$ cat src/rtl/bfh_pkg.sv
// Package for the brute-force hull point counter.
// Sizes, payload types, sequencer states and inter-module structs.
// No dependencies; every other file in rtl/ uses it.
package bfh_pkg;

   // Sizing
   localparam int MAX_POINTS = 64;
   localparam int COORD_BITS = 16;
   localparam int IDX_W      = $clog2(MAX_POINTS);
   localparam int CNT_W      = $clog2(MAX_POINTS + 1);
   localparam int HULL_W     = 7;
   localparam int POINT_W    = 2 * COORD_BITS;
   localparam int DIFF_W     = COORD_BITS + 1;
   localparam int PROD_W     = 2 * DIFF_W;
   localparam int CROSS_W    = PROD_W + 1;
   // smallest set that has a triangle plus one more point
   localparam int MIN_SWEEP  = 4;

   typedef logic signed [COORD_BITS-1:0] coord_type;
   typedef logic signed [DIFF_W-1:0]     diff_type;
   typedef logic signed [PROD_W-1:0]     prod_type;
   typedef logic signed [CROSS_W-1:0]    cross_type;
   typedef logic [IDX_W-1:0]             idx_type;
   typedef logic [CNT_W-1:0]             cnt_type;
   typedef logic [HULL_W-1:0]            hull_type;
   typedef logic [POINT_W-1:0]           point_type;

   // Sequencer states
   typedef enum logic [3:0] {
      ST_LOAD,
      ST_P_READ,
      ST_P_CAP,
      ST_TRI,
      ST_RD_B,
      ST_RD_C,
      ST_CAP_C,
      ST_MUL_A,
      ST_MUL_B,
      ST_ACC,
      ST_DECIDE,
      ST_NEXT_P,
      ST_RESULT
   } state_type;

   // Triangle side under test
   typedef enum logic [1:0] {
      SIDE_AB,
      SIDE_BC,
      SIDE_CA
   } side_type;

   // Point store access
   typedef struct packed {
      logic      wr_en;
      idx_type   wr_addr;
      point_type wr_data;
      idx_type   rd_addr;
   } store_req_type;

   // Cross-product unit control
   typedef struct packed {
      logic     cap_p;
      logic     cap_a;
      logic     cap_b;
      logic     cap_c;
      logic     mul_a;
      logic     mul_b;
      logic     acc;
      side_type side_sel;
   } cross_ctrl_type;

   // Finished result toward the output register
   typedef struct packed {
      logic     load;
      hull_type hull_count;
      logic     overflow;
   } result_type;

endpackage

$ cat src/rtl/bfh_if.sv
// Channel interfaces for the hull point counter: point input and count result.
// Depends on bfh_pkg.
interface bfh_req_if;
   logic                     valid;
   logic                     ready;
   bfh_pkg::coord_type       point_x;
   bfh_pkg::coord_type       point_y;
   logic                     last_point;

   modport source (output valid, output point_x, output point_y, output last_point,
                   input ready);
   modport sink   (input valid, input point_x, input point_y, input last_point,
                   output ready);
endinterface

interface bfh_rsp_if;
   logic                     valid;
   logic                     ready;
   bfh_pkg::hull_type        hull_count;
   logic                     overflow;

   modport source (output valid, output hull_count, output overflow, input ready);
   modport sink   (input valid, input hull_count, input overflow, output ready);
endinterface

$ cat src/rtl/bfh_store.sv
// Point store: one write port, one read port, registered read data.
// Depends on bfh_pkg. Contents are undefined until written.
module bfh_store (
   input  logic                   clock,
   input  bfh_pkg::store_req_type req,
   output bfh_pkg::point_type     rd_data
);

   bfh_pkg::point_type mem [bfh_pkg::MAX_POINTS];
   bfh_pkg::point_type rd_data_ff;

   // Writes happen only while loading, reads only while sweeping: no overlap
   always_ff @(posedge clock) begin
      if (req.wr_en) begin
         mem[req.wr_addr] <= req.wr_data;
      end
      rd_data_ff <= mem[req.rd_addr];
   end

   assign rd_data = rd_data_ff;

endmodule

$ cat src/rtl/bfh_cross.sv
// Orientation test unit: holds test point and triangle corners, one shared
// multiplier, sign flags over the three sides. Depends on bfh_pkg.
module bfh_cross (
   input  logic                    clock,
   input  bfh_pkg::cross_ctrl_type ctrl,
   input  bfh_pkg::point_type      rd_data,
   output logic                    in_tri
);

   bfh_pkg::coord_type rd_x, rd_y;
   bfh_pkg::coord_type px_ff, py_ff, ax_ff, ay_ff, bx_ff, by_ff, cx_ff, cy_ff;
   bfh_pkg::coord_type sx, sy, ex, ey;
   bfh_pkg::diff_type  dx, dy, qx, qy, op1, op2;
   bfh_pkg::prod_type  prod_in, prod_a_ff, prod_b_ff;
   bfh_pkg::cross_type cross_val;
   logic               neg_in, pos_in, neg_ff, pos_ff;

   assign rd_x = bfh_pkg::coord_type'(rd_data[bfh_pkg::COORD_BITS-1:0]);
   assign rd_y = bfh_pkg::coord_type'(rd_data[bfh_pkg::POINT_W-1:bfh_pkg::COORD_BITS]);

   // Side start/end corners
   always_comb begin
      case (ctrl.side_sel)
         bfh_pkg::SIDE_AB: begin
            sx = ax_ff; sy = ay_ff; ex = bx_ff; ey = by_ff;
         end
         bfh_pkg::SIDE_BC: begin
            sx = bx_ff; sy = by_ff; ex = cx_ff; ey = cy_ff;
         end
         default: begin
            sx = cx_ff; sy = cy_ff; ex = ax_ff; ey = ay_ff;
         end
      endcase
   end

   // Edge and point vectors, one product per cycle
   always_comb begin
      dx      = bfh_pkg::diff_type'(ex) - bfh_pkg::diff_type'(sx);
      dy      = bfh_pkg::diff_type'(ey) - bfh_pkg::diff_type'(sy);
      qx      = bfh_pkg::diff_type'(px_ff) - bfh_pkg::diff_type'(sx);
      qy      = bfh_pkg::diff_type'(py_ff) - bfh_pkg::diff_type'(sy);
      op1     = ctrl.mul_b ? dy : dx;
      op2     = ctrl.mul_b ? qx : qy;
      prod_in = bfh_pkg::prod_type'(op1) * bfh_pkg::prod_type'(op2);
   end

   // Cross product sign collection
   always_comb begin
      cross_val = bfh_pkg::cross_type'(prod_a_ff) - bfh_pkg::cross_type'(prod_b_ff);
      neg_in    = neg_ff;
      pos_in    = pos_ff;
      if (ctrl.cap_c) begin
         neg_in = 1'b0;
         pos_in = 1'b0;
      end else if (ctrl.acc) begin
         neg_in = neg_ff | (cross_val < 0);
         pos_in = pos_ff | (cross_val > 0);
      end
   end

   always_ff @(posedge clock) begin
      if (ctrl.cap_p) begin
         px_ff <= rd_x;
         py_ff <= rd_y;
      end
      if (ctrl.cap_a) begin
         ax_ff <= rd_x;
         ay_ff <= rd_y;
      end
      if (ctrl.cap_b) begin
         bx_ff <= rd_x;
         by_ff <= rd_y;
      end
      if (ctrl.cap_c) begin
         cx_ff <= rd_x;
         cy_ff <= rd_y;
      end
      if (ctrl.mul_a) begin
         prod_a_ff <= prod_in;
      end
      if (ctrl.mul_b) begin
         prod_b_ff <= prod_in;
      end
      neg_ff <= neg_in;
      pos_ff <= pos_in;
   end

   // Boundary and collinear count as inside: only mixed strict signs are outside
   assign in_tri = !(neg_ff && pos_ff);

endmodule

$ cat src/rtl/bfh_seq.sv
// Sequencer: loads points into the store, walks test point and triangle
// indexes, counts points never found inside. Depends on bfh_pkg.
module bfh_seq (
   input  logic                    clock,
   input  logic                    reset,
   input  logic                    req_valid,
   output logic                    req_ready,
   input  bfh_pkg::coord_type      req_x,
   input  bfh_pkg::coord_type      req_y,
   input  logic                    req_last,
   input  logic                    out_free,
   input  logic                    in_tri,
   output bfh_pkg::store_req_type  store_req,
   output bfh_pkg::cross_ctrl_type cross_ctrl,
   output bfh_pkg::result_type     result
);

   bfh_pkg::state_type state_ff, state_in;
   bfh_pkg::cnt_type   cnt_ff, cnt_in, n_ff, n_in, hull_ff, hull_in, cnt_next;
   bfh_pkg::cnt_type   n_m1, n_m2, n_m3;
   bfh_pkg::idx_type   p_ff, p_in, i_ff, i_in, j_ff, j_in, k_ff, k_in;
   bfh_pkg::side_type  side_ff, side_in;
   logic               ovf_ff, ovf_in, flag_ff, flag_in;
   logic               accept, room, short_set, p_hit, tri_last, k_end, j_end, p_last;
   logic [bfh_pkg::CNT_W:0]                    cnt_wide;
   logic [bfh_pkg::HULL_W+bfh_pkg::CNT_W-1:0]  hull_wide;

   // Status terms
   always_comb begin
      accept    = req_valid && req_ready;
      room      = cnt_ff < bfh_pkg::cnt_type'(bfh_pkg::MAX_POINTS);
      cnt_next  = room ? cnt_ff + bfh_pkg::cnt_type'(1) : cnt_ff;
      cnt_wide  = {1'b0, cnt_next};
      short_set = cnt_wide < (bfh_pkg::CNT_W + 1)'(bfh_pkg::MIN_SWEEP);
      n_m1      = n_ff - bfh_pkg::cnt_type'(1);
      n_m2      = n_ff - bfh_pkg::cnt_type'(2);
      n_m3      = n_ff - bfh_pkg::cnt_type'(3);
      p_hit     = (p_ff == i_ff) || (p_ff == j_ff) || (p_ff == k_ff);
      tri_last  = bfh_pkg::cnt_type'(i_ff) == n_m3;
      k_end     = bfh_pkg::cnt_type'(k_ff) == n_m1;
      j_end     = bfh_pkg::cnt_type'(j_ff) == n_m2;
      p_last    = bfh_pkg::cnt_type'(p_ff) == n_m1;
   end

   // Next state
   always_comb begin
      state_in = state_ff;
      case (state_ff)
         bfh_pkg::ST_LOAD: begin
            if (accept && req_last) begin
               state_in = short_set ? bfh_pkg::ST_RESULT : bfh_pkg::ST_P_READ;
            end
         end
         bfh_pkg::ST_P_READ: state_in = bfh_pkg::ST_P_CAP;
         bfh_pkg::ST_P_CAP:  state_in = bfh_pkg::ST_TRI;
         bfh_pkg::ST_TRI: begin
            if (!p_hit) begin
               state_in = bfh_pkg::ST_RD_B;
            end else if (tri_last) begin
               state_in = bfh_pkg::ST_NEXT_P;
            end
         end
         bfh_pkg::ST_RD_B:   state_in = bfh_pkg::ST_RD_C;
         bfh_pkg::ST_RD_C:   state_in = bfh_pkg::ST_CAP_C;
         bfh_pkg::ST_CAP_C:  state_in = bfh_pkg::ST_MUL_A;
         bfh_pkg::ST_MUL_A:  state_in = bfh_pkg::ST_MUL_B;
         bfh_pkg::ST_MUL_B:  state_in = bfh_pkg::ST_ACC;
         bfh_pkg::ST_ACC: begin
            state_in = (side_ff == bfh_pkg::SIDE_CA) ? bfh_pkg::ST_DECIDE : bfh_pkg::ST_MUL_A;
         end
         bfh_pkg::ST_DECIDE: begin
            state_in = (in_tri || tri_last) ? bfh_pkg::ST_NEXT_P : bfh_pkg::ST_TRI;
         end
         bfh_pkg::ST_NEXT_P: begin
            state_in = p_last ? bfh_pkg::ST_RESULT : bfh_pkg::ST_P_READ;
         end
         bfh_pkg::ST_RESULT: begin
            if (out_free) begin
               state_in = bfh_pkg::ST_LOAD;
            end
         end
         default: state_in = bfh_pkg::ST_LOAD;
      endcase
   end

   // Counters and flags
   always_comb begin
      cnt_in  = cnt_ff;
      ovf_in  = ovf_ff;
      n_in    = n_ff;
      hull_in = hull_ff;
      p_in    = p_ff;
      i_in    = i_ff;
      j_in    = j_ff;
      k_in    = k_ff;
      side_in = side_ff;
      flag_in = flag_ff;
      case (state_ff)
         bfh_pkg::ST_LOAD: begin
            if (accept) begin
               cnt_in = cnt_next;
               ovf_in = ovf_ff || !room;
               if (req_last) begin
                  n_in    = cnt_next;
                  hull_in = short_set ? cnt_next : '0;
                  p_in    = '0;
               end
            end
         end
         bfh_pkg::ST_P_CAP: begin
            i_in    = bfh_pkg::idx_type'(0);
            j_in    = bfh_pkg::idx_type'(1);
            k_in    = bfh_pkg::idx_type'(2);
            flag_in = 1'b0;
         end
         bfh_pkg::ST_CAP_C: side_in = bfh_pkg::SIDE_AB;
         bfh_pkg::ST_ACC: begin
            side_in = (side_ff == bfh_pkg::SIDE_AB) ? bfh_pkg::SIDE_BC : bfh_pkg::SIDE_CA;
         end
         bfh_pkg::ST_DECIDE: flag_in = in_tri;
         bfh_pkg::ST_NEXT_P: begin
            if (!flag_ff) begin
               hull_in = hull_ff + bfh_pkg::cnt_type'(1);
            end
            p_in = p_ff + bfh_pkg::idx_type'(1);
         end
         bfh_pkg::ST_RESULT: begin
            if (out_free) begin
               cnt_in = '0;
               ovf_in = 1'b0;
            end
         end
         default: ;
      endcase
      // Step to the next triangle i < j < k
      if (((state_ff == bfh_pkg::ST_TRI) && p_hit && !tri_last) ||
          ((state_ff == bfh_pkg::ST_DECIDE) && !in_tri && !tri_last)) begin
         if (!k_end) begin
            k_in = k_ff + bfh_pkg::idx_type'(1);
         end else if (!j_end) begin
            j_in = j_ff + bfh_pkg::idx_type'(1);
            k_in = j_ff + bfh_pkg::idx_type'(2);
         end else begin
            i_in = i_ff + bfh_pkg::idx_type'(1);
            j_in = i_ff + bfh_pkg::idx_type'(2);
            k_in = i_ff + bfh_pkg::idx_type'(3);
         end
      end
   end

   // Outputs
   always_comb begin
      req_ready          = state_ff == bfh_pkg::ST_LOAD;
      store_req.wr_en    = accept && room;
      store_req.wr_addr  = cnt_ff[bfh_pkg::IDX_W-1:0];
      store_req.wr_data  = {req_y, req_x};
      case (state_ff)
         bfh_pkg::ST_TRI:  store_req.rd_addr = i_ff;
         bfh_pkg::ST_RD_B: store_req.rd_addr = j_ff;
         bfh_pkg::ST_RD_C: store_req.rd_addr = k_ff;
         default:          store_req.rd_addr = p_ff;
      endcase
      cross_ctrl.cap_p    = state_ff == bfh_pkg::ST_P_CAP;
      cross_ctrl.cap_a    = state_ff == bfh_pkg::ST_RD_B;
      cross_ctrl.cap_b    = state_ff == bfh_pkg::ST_RD_C;
      cross_ctrl.cap_c    = state_ff == bfh_pkg::ST_CAP_C;
      cross_ctrl.mul_a    = state_ff == bfh_pkg::ST_MUL_A;
      cross_ctrl.mul_b    = state_ff == bfh_pkg::ST_MUL_B;
      cross_ctrl.acc      = state_ff == bfh_pkg::ST_ACC;
      cross_ctrl.side_sel = side_ff;
      hull_wide           = {{bfh_pkg::HULL_W{1'b0}}, hull_ff};
      result.load         = (state_ff == bfh_pkg::ST_RESULT) && out_free;
      result.hull_count   = hull_wide[bfh_pkg::HULL_W-1:0];
      result.overflow     = ovf_ff;
   end

   always_ff @(posedge clock) begin
      if (reset) begin
         state_ff <= bfh_pkg::ST_LOAD;
         cnt_ff   <= '0;
         ovf_ff   <= 1'b0;
         n_ff     <= '0;
         hull_ff  <= '0;
         p_ff     <= '0;
         i_ff     <= '0;
         j_ff     <= '0;
         k_ff     <= '0;
         side_ff  <= bfh_pkg::SIDE_AB;
         flag_ff  <= 1'b0;
      end else begin
         state_ff <= state_in;
         cnt_ff   <= cnt_in;
         ovf_ff   <= ovf_in;
         n_ff     <= n_in;
         hull_ff  <= hull_in;
         p_ff     <= p_in;
         i_ff     <= i_in;
         j_ff     <= j_in;
         k_ff     <= k_in;
         side_ff  <= side_in;
         flag_ff  <= flag_in;
      end
   end

   // Triangle indexes stay ordered and inside the set
   a_tri_order: assert property (@(posedge clock) disable iff (reset)
      (state_ff == bfh_pkg::ST_TRI) |->
         (i_ff < j_ff) && (j_ff < k_ff) && (bfh_pkg::cnt_type'(k_ff) < n_ff))
      else $error("triangle indexes out of order or range");

   // A sweep only runs on a set large enough to hold a triangle and a point
   a_sweep_size: assert property (@(posedge clock) disable iff (reset)
      (state_ff == bfh_pkg::ST_P_READ) |->
         (bfh_pkg::cnt_type'(p_ff) < n_ff) &&
         ({1'b0, n_ff} >= (bfh_pkg::CNT_W + 1)'(bfh_pkg::MIN_SWEEP)))
      else $error("sweep point index or set size invalid");

   // Hull count never exceeds the number of stored points
   a_hull_bound: assert property (@(posedge clock) disable iff (reset)
      (state_ff == bfh_pkg::ST_RESULT) |-> (hull_ff <= n_ff))
      else $error("hull count above point count");

   // Handing over a result starts a fresh set
   a_set_restart: assert property (@(posedge clock) disable iff (reset)
      result.load |=> (cnt_ff == '0) && !ovf_ff && (state_ff == bfh_pkg::ST_LOAD))
      else $error("set state not cleared after result");

endmodule

$ cat src/rtl/brute_force_hull_point_count_core.sv
// Brute-force hull point counter, top level. Points load at one transfer per cycle
// while the sequencer is in its load state. On the last point, n < 4: the result
// register loads once it is free. Otherwise the sweep is paced by the single store
// read port and the one shared multiplier.
// Reset is synchronous: clears control and the result valid flag; store not cleared.
module brute_force_hull_point_count_core (
   input  logic      clock,
   input  logic      reset,
   bfh_req_if.sink   req_chan,
   bfh_rsp_if.source rsp_chan
);

   bfh_pkg::store_req_type  store_req;
   bfh_pkg::cross_ctrl_type cross_ctrl;
   bfh_pkg::result_type     result;
   bfh_pkg::point_type      rd_data;
   bfh_pkg::hull_type       rsp_hull_ff;
   logic                    rsp_valid_ff, rsp_ovf_ff, out_free, in_tri;

   bfh_seq u_seq (
      .clock      (clock),
      .reset      (reset),
      .req_valid  (req_chan.valid),
      .req_ready  (req_chan.ready),
      .req_x      (req_chan.point_x),
      .req_y      (req_chan.point_y),
      .req_last   (req_chan.last_point),
      .out_free   (out_free),
      .in_tri     (in_tri),
      .store_req  (store_req),
      .cross_ctrl (cross_ctrl),
      .result     (result)
   );

   bfh_store u_store (
      .clock   (clock),
      .req     (store_req),
      .rd_data (rd_data)
   );

   bfh_cross u_cross (
      .clock   (clock),
      .ctrl    (cross_ctrl),
      .rd_data (rd_data),
      .in_tri  (in_tri)
   );

   // Output register: free when empty or its transfer completes this cycle
   assign out_free = !rsp_valid_ff || rsp_chan.ready;

   always_ff @(posedge clock) begin
      if (reset) begin
         rsp_valid_ff <= 1'b0;
      end else if (out_free) begin
         rsp_valid_ff <= result.load;
      end
   end

   always_ff @(posedge clock) begin
      if (result.load) begin
         rsp_hull_ff <= result.hull_count;
         rsp_ovf_ff  <= result.overflow;
      end
   end

   assign rsp_chan.valid      = rsp_valid_ff;
   assign rsp_chan.hull_count = rsp_hull_ff;
   assign rsp_chan.overflow   = rsp_ovf_ff;

endmodule

$ cat src/flat_wrapper.sv
// flat-port wrapper written by rule: the top's interface ports become plain ports
module brute_force_hull_point_count_core_flat 
  (clock, reset, req_chan_valid, req_chan_point_x, req_chan_point_y, req_chan_last_point, req_chan_ready, rsp_chan_valid, rsp_chan_hull_count, rsp_chan_overflow, rsp_chan_ready);
  bfh_req_if req_chan_i ();
  bfh_rsp_if rsp_chan_i ();
  input  logic clock;
  input  logic reset;
  input wire logic [$bits(req_chan_i.valid)-1:0] req_chan_valid;
  input wire logic [$bits(req_chan_i.point_x)-1:0] req_chan_point_x;
  input wire logic [$bits(req_chan_i.point_y)-1:0] req_chan_point_y;
  input wire logic [$bits(req_chan_i.last_point)-1:0] req_chan_last_point;
  output wire logic [$bits(req_chan_i.ready)-1:0] req_chan_ready;
  output wire logic [$bits(rsp_chan_i.valid)-1:0] rsp_chan_valid;
  output wire logic [$bits(rsp_chan_i.hull_count)-1:0] rsp_chan_hull_count;
  output wire logic [$bits(rsp_chan_i.overflow)-1:0] rsp_chan_overflow;
  input wire logic [$bits(rsp_chan_i.ready)-1:0] rsp_chan_ready;
  assign req_chan_i.valid = req_chan_valid;
  assign req_chan_i.point_x = req_chan_point_x;
  assign req_chan_i.point_y = req_chan_point_y;
  assign req_chan_i.last_point = req_chan_last_point;
  assign req_chan_ready = req_chan_i.ready;
  assign rsp_chan_valid = rsp_chan_i.valid;
  assign rsp_chan_hull_count = rsp_chan_i.hull_count;
  assign rsp_chan_overflow = rsp_chan_i.overflow;
  assign rsp_chan_i.ready = rsp_chan_ready;
  brute_force_hull_point_count_core u_core (.clock(clock), .reset(reset), .req_chan(req_chan_i), .rsp_chan(rsp_chan_i));
endmodule
$ cat config.mk
export PLATFORM = sky130hd
export DESIGN_NAME = brute_force_hull_point_count_core_flat
export DESIGN_NICKNAME = d
export VERILOG_FILES = /design/src/rtl/bfh_pkg.sv /design/src/rtl/bfh_if.sv /design/src/rtl/bfh_store.sv /design/src/rtl/bfh_cross.sv /design/src/rtl/bfh_seq.sv /design/src/rtl/brute_force_hull_point_count_core.sv /design/src/flat_wrapper.sv
export SDC_FILE = /design/constraint.sdc
export NUM_CORES = 2
export LEC_CHECK = 0
export BUFFER_PORTS_ARGS = -buffer_cell sky130_fd_sc_hd__buf_2
export CAP_MARGIN = 30
export CORE_MARGIN = 10
export CORE_UTILIZATION = 35
export CTS_BUF_LIST = sky130_fd_sc_hd__clkbuf_8
export DETAILED_ROUTE_END_ITERATION = 8
export MAX_ROUTING_LAYER = met4
export PLACE_DENSITY = 0.61
export SETUP_SLACK_MARGIN = 0.05
export SLEW_MARGIN = 20
export SYNTH_ARGS = -nofsm -noshare
export SYNTH_HDL_FRONTEND = slang
export SYNTH_SLANG_ARGS = --single-unit
$ cat constraint.sdc
create_clock -name clock -period 15.67 [get_ports clock]
set_clock_uncertainty 0.15 [all_clocks]
set_input_delay 4.701 -clock clock [delete_from_list [all_inputs] [get_ports clock]]
set_output_delay 4.701 -clock clock [all_outputs]
set_load 0.005 [all_outputs]
==> results.rst <==
.. list-table::
   :header-rows: 1

   * - Metric
     - Value
   * - Register-to-register path setup slack
     - 4370 ps
   * - Crit path from
     - u_core.u_seq.side_ff[0]
   * - Layout area overhead
     - 11.0%
   * - Reg-to-Reg Start
     - u_core.u_seq.side_ff[0]
   * - Vias
     - approximately 74000
   * - Number of storage elements in the synthesis netlist
     - about 2300
   * - Number of synthesized flops with an enable pin
     - 2252
   * - Critical path launch point type
     - flop
   * - Final Max Slew Viols
     - 0
   * - Maximum clock frequency
     - 88.5 MHz
   * - Post-route fraction of the period consumed by the critical path
     - about 72%
   * - Filler Cell Count
     - 29500
   * - Commonest cells post-synth
     - sky130_fd_sc_hd__edfxtp_1 (2252), sky130_fd_sc_hd__nand2_1 (1282), sky130_fd_sc_hd__a211oi_1 (763)
   * - Worst Tran Pin Value
     - 1160 ps
   * - HPWL reported at the end of detailed placement
     - 178000 um
   * - Fraction of final layout cells with drive strength greater than 1
     - 9.42%
   * - Final Routed Wirelength
     - 315000 um
   * - Count of input and output buffers
     - 46
   * - Critical path endpoint category
     - flop
   * - Cell taking the most area after synthesis
     - sky130_fd_sc_hd__edfxtp_1
   * - Net count after synthesis
     - 9337
   * - Max_slew headroom
     - between 20% and 30%
   * - Crit Path Max Fanout
     - 34
   * - # setup viols final
     - 0
   * - Final hold vios
     - 0
   * - H-Tree Level Count
     - 5
   * - Synthesized instance count
     - 8813
   * - Clock tree from TritonCTS
     - yes
   * - Die X-Extent
     - 583 um
   * - Grt total ovfl
     - 0
   * - Netlist area before placement
     - roughly 110000 um2
   * - Synthesized area per cell
     - 12.6 um2
   * - Post-cts hold buffer count
     - 0
   * - Die area
     - 340000 um2
   * - Vias in the first global route
     - between 70000 and 80000
   * - Antenna viol nets, final
     - 0
   * - Count of different cell masters after synthesis
     - about 110
   * - WL per Instance
     - 23.8 um
   * - Worst setup path endpoint
     - u_core.u_cross.prod_a_ff[32]
   * - Maximum number of pins on one net before global-route repair
     - 190
   * - Sink count of the clock tree
     - ~2300
   * - Deepest clock path buffer count
     - 4
   * - Number of rows in the core area
     - 206
   * - Global routing usage summed across all routing layers
     - 18.3%
   * - Final period demand of the worst path
     - 11300 ps
   * - Initial antenna violation count
     - 11
   * - Post-synth top area share
     - 61.0%
   * - Seq/Total Area, Yosys
     - 62.6%
   * - Unrepaired setup endpoints after global routing
     - no
   * - Run status
     - completed
   * - Clock transition at path regs
     - 60 ps
   * - DRC marker count from the first detailed-route iteration
     - 7807
   * - Length of the first detailed-routing pass in iterations
     - 6
   * - Final sum of negative setup slack
     - 0 ps
   * - Root Driver
     - sky130_fd_sc_hd__clkbuf_8
   * - Initial core utilization
     - 35.2%
   * - Largest cells by area after synthesis
     - sky130_fd_sc_hd__edfxtp_1 (61%), sky130_fd_sc_hd__fa_1 (5.5%), sky130_fd_sc_hd__a211oi_1 (5.2%), sky130_fd_sc_hd__nand2_1 (4.3%), sky130_fd_sc_hd__and3_1 (3.1%)
   * - Endpoint of the worst-slack reg-to-reg timing path
     - u_core.u_cross.prod_a_ff[32]
   * - Max incr delay on CP
     - 790 ps
   * - Buffers inserted by post-CTS timing repair
     - 0
   * - Number of nets in the finished design
     - just over 9000
   * - Top flip-flop cell by instance count after synthesis
     - sky130_fd_sc_hd__edfxtp_1
   * - Post-cts gate resize count
     - 0
   * - Tightest Hold Check Type
     - flop to flop
   * - Number of buffers created by CTS
     - 378
   * - Reg2Reg Depth
     - 35
   * - WP data required
     - 16190 ps
   * - Worst-path cell with the longest stage delay
     - sky130_fd_sc_hd__mux2i_1
   * - Arr. time, crit path
     - 11820 ps
   * - Synth warn
     - 0
   * - Number of ports placed on the die boundary
     - 47
   * - Gp weighted congestion
     - 0.877
   * - Most used standard cell by instance count after synthesis
     - sky130_fd_sc_hd__edfxtp_1
   * - Core ar.
     - 315000 um2
   * - Crit Path Category
     - flop to flop
   * - Remaining DRCs
     - 0
   * - Vias per inst
     - 5.62
   * - Height of the chip
     - between 500 and 600 um
   * - Global-route wire length before repair
     - ~470000 um
   * - Later-pin clock latency in the skew report
     - 1020 ps
   * - Post-synth ARST share
     - 0%
   * - Number of maximum-capacitance violations
     - 0
   * - Crit-path most repeated cell
     - sky130_fd_sc_hd__fa_1
layout make-up:
type | instances | area [um2] | area share (%)
flip-flops and latches | 2340 | 69400 | 56.4
multi-input cells | 5419 | 38100 | 31.0
clock buffers | 389 | 5350 | 4.35
well taps | 4160 | 5200 | 4.23
repair buffers | 247 | 2060 | 1.68
inverters | 402 | 1510 | 1.23
clock inverters | 272 | 1420 | 1.15
diodes | 11 | 27.5 | 0.0224
layout by cell type (no fill, tap or decap), drive strengths merged, types with 10 or more instances in the layout:
master,count
or3,16
a21o,38
o21a,21
or2,13
clkbuf,389
nand3b,15
nand3,67
ha,185
a211oi,763
nor2b,43
clkinv,124
nor3b,11
a311oi,259
fa,302
o21ai,116
and3,548
nor3,46
xor2,67
dfxtp,88
nand4,16
xnor2,106
nor2,333
nand2b,59
o211ai,31
inv,540
nand2,1282
mux2,15
buf,247
a2111oi,11
mux2i,75
diode,11
o22ai,10
o31ai,20
o311ai,12
a21oi,428
and2,68
a22oi,11
edfxtp,2252
a31oi,287
logic make-up (layout without fill, tap and decap cells):
group	Yosys count	after routing	synth area share, %
adders and majority gates	491	491	7.58
DFF	2340	2340	62.6
xor gates and xnor gates	173	173	1.37
other	0	11	0
buffers and inverters	1054	1310	3.65
AOI/OAI and AO/OA	2101	2101	13.2
and+or+nand+nor	2564	2564	10.8
muxes	90	90	0.829
through the flow:
stage	setup slack, ps	std cells	util (%)	hold WS, ps	area (um2)
6_report	4370	13200	39.0	312	123000
5_1_grt	3680	13200	39.0	334	123000
3_5_place_dp	4410	12600	36.9	308	116000
2_1_floorplan	4840	8813	-	259	111000
4_1_cts	4460	13200	39.0	301	123000
3_3_place_gp	4490	12600	36.8	296	116000
sequential cells by signal, summed over array words and instances, names as in the netlist, 2 cells and up:
signal,count
u_core.u_store.mem,2048
u_core.u_cross.prod_a_ff,34
u_core.u_cross.prod_b_ff,34
u_core.u_store.rd_data,32
u_core.u_cross.ax_ff,16
u_core.u_cross.ay_ff,16
u_core.u_cross.bx_ff,16
u_core.u_cross.by_ff,16
u_core.u_cross.cx_ff,16
u_core.u_cross.cy_ff,16
u_core.u_cross.px_ff,16
u_core.u_cross.py_ff,16
u_core.rsp_chan.hull_count,7
u_core.u_seq.cnt_ff,7
u_core.u_seq.hull_ff,7
u_core.u_seq.n_ff,7
u_core.u_seq.i_ff,6
u_core.u_seq.j_ff,6
u_core.u_seq.k_ff,6
u_core.u_seq.p_ff,6
u_core.u_seq.state_ff,4
u_core.u_seq.side_ff,2
metal layers:
metal	GRT usage, %	wire length, um
met3	2.91	24200
met2	29.1	147000
met1	24.0	133000
met4	6.16	10500
met5	-	0
worst max-delay path: cells and delay by family, from the launching register on:
| kind | cells | cell delay, ps |
|---|---|---|
| fa+ha+maj | 9 | 4130 |
| compound gates | 13 | 3450 |
| simple gates | 6 | 1410 |
| mux | 2 | 910 |
| flops | 1 | 610 |
| buf+inv | 4 | 220 |
| xor+xnor | 1 | 140 |
worst min path at each step:
stage / slack [ps] / from / end / cells past startpoint
floorplan: 260 / u_core.u_seq.ovf_ff / u_core.rsp_chan.overflow / 0
global placement: 300 / u_core.u_seq.hull_ff[6] / u_core.rsp_chan.hull_count[6] / 0
detailed placement: 310 / u_core.u_seq.hull_ff[6] / u_core.rsp_chan.hull_count[6] / 0
CTS: 300 / u_core.u_store.rd_data[24] / u_core.u_cross.by_ff[8] / 0
global route: 330 / u_core.u_seq.hull_ff[6] / u_core.rsp_chan.hull_count[6] / 0
finish: 310 / u_core.u_store.rd_data[24] / u_core.u_cross.cy_ff[8] / 0
Power is left out: the tool's default activity adds up to more than one toggle a clock period on the data nets, which glitch-free logic cannot reach.
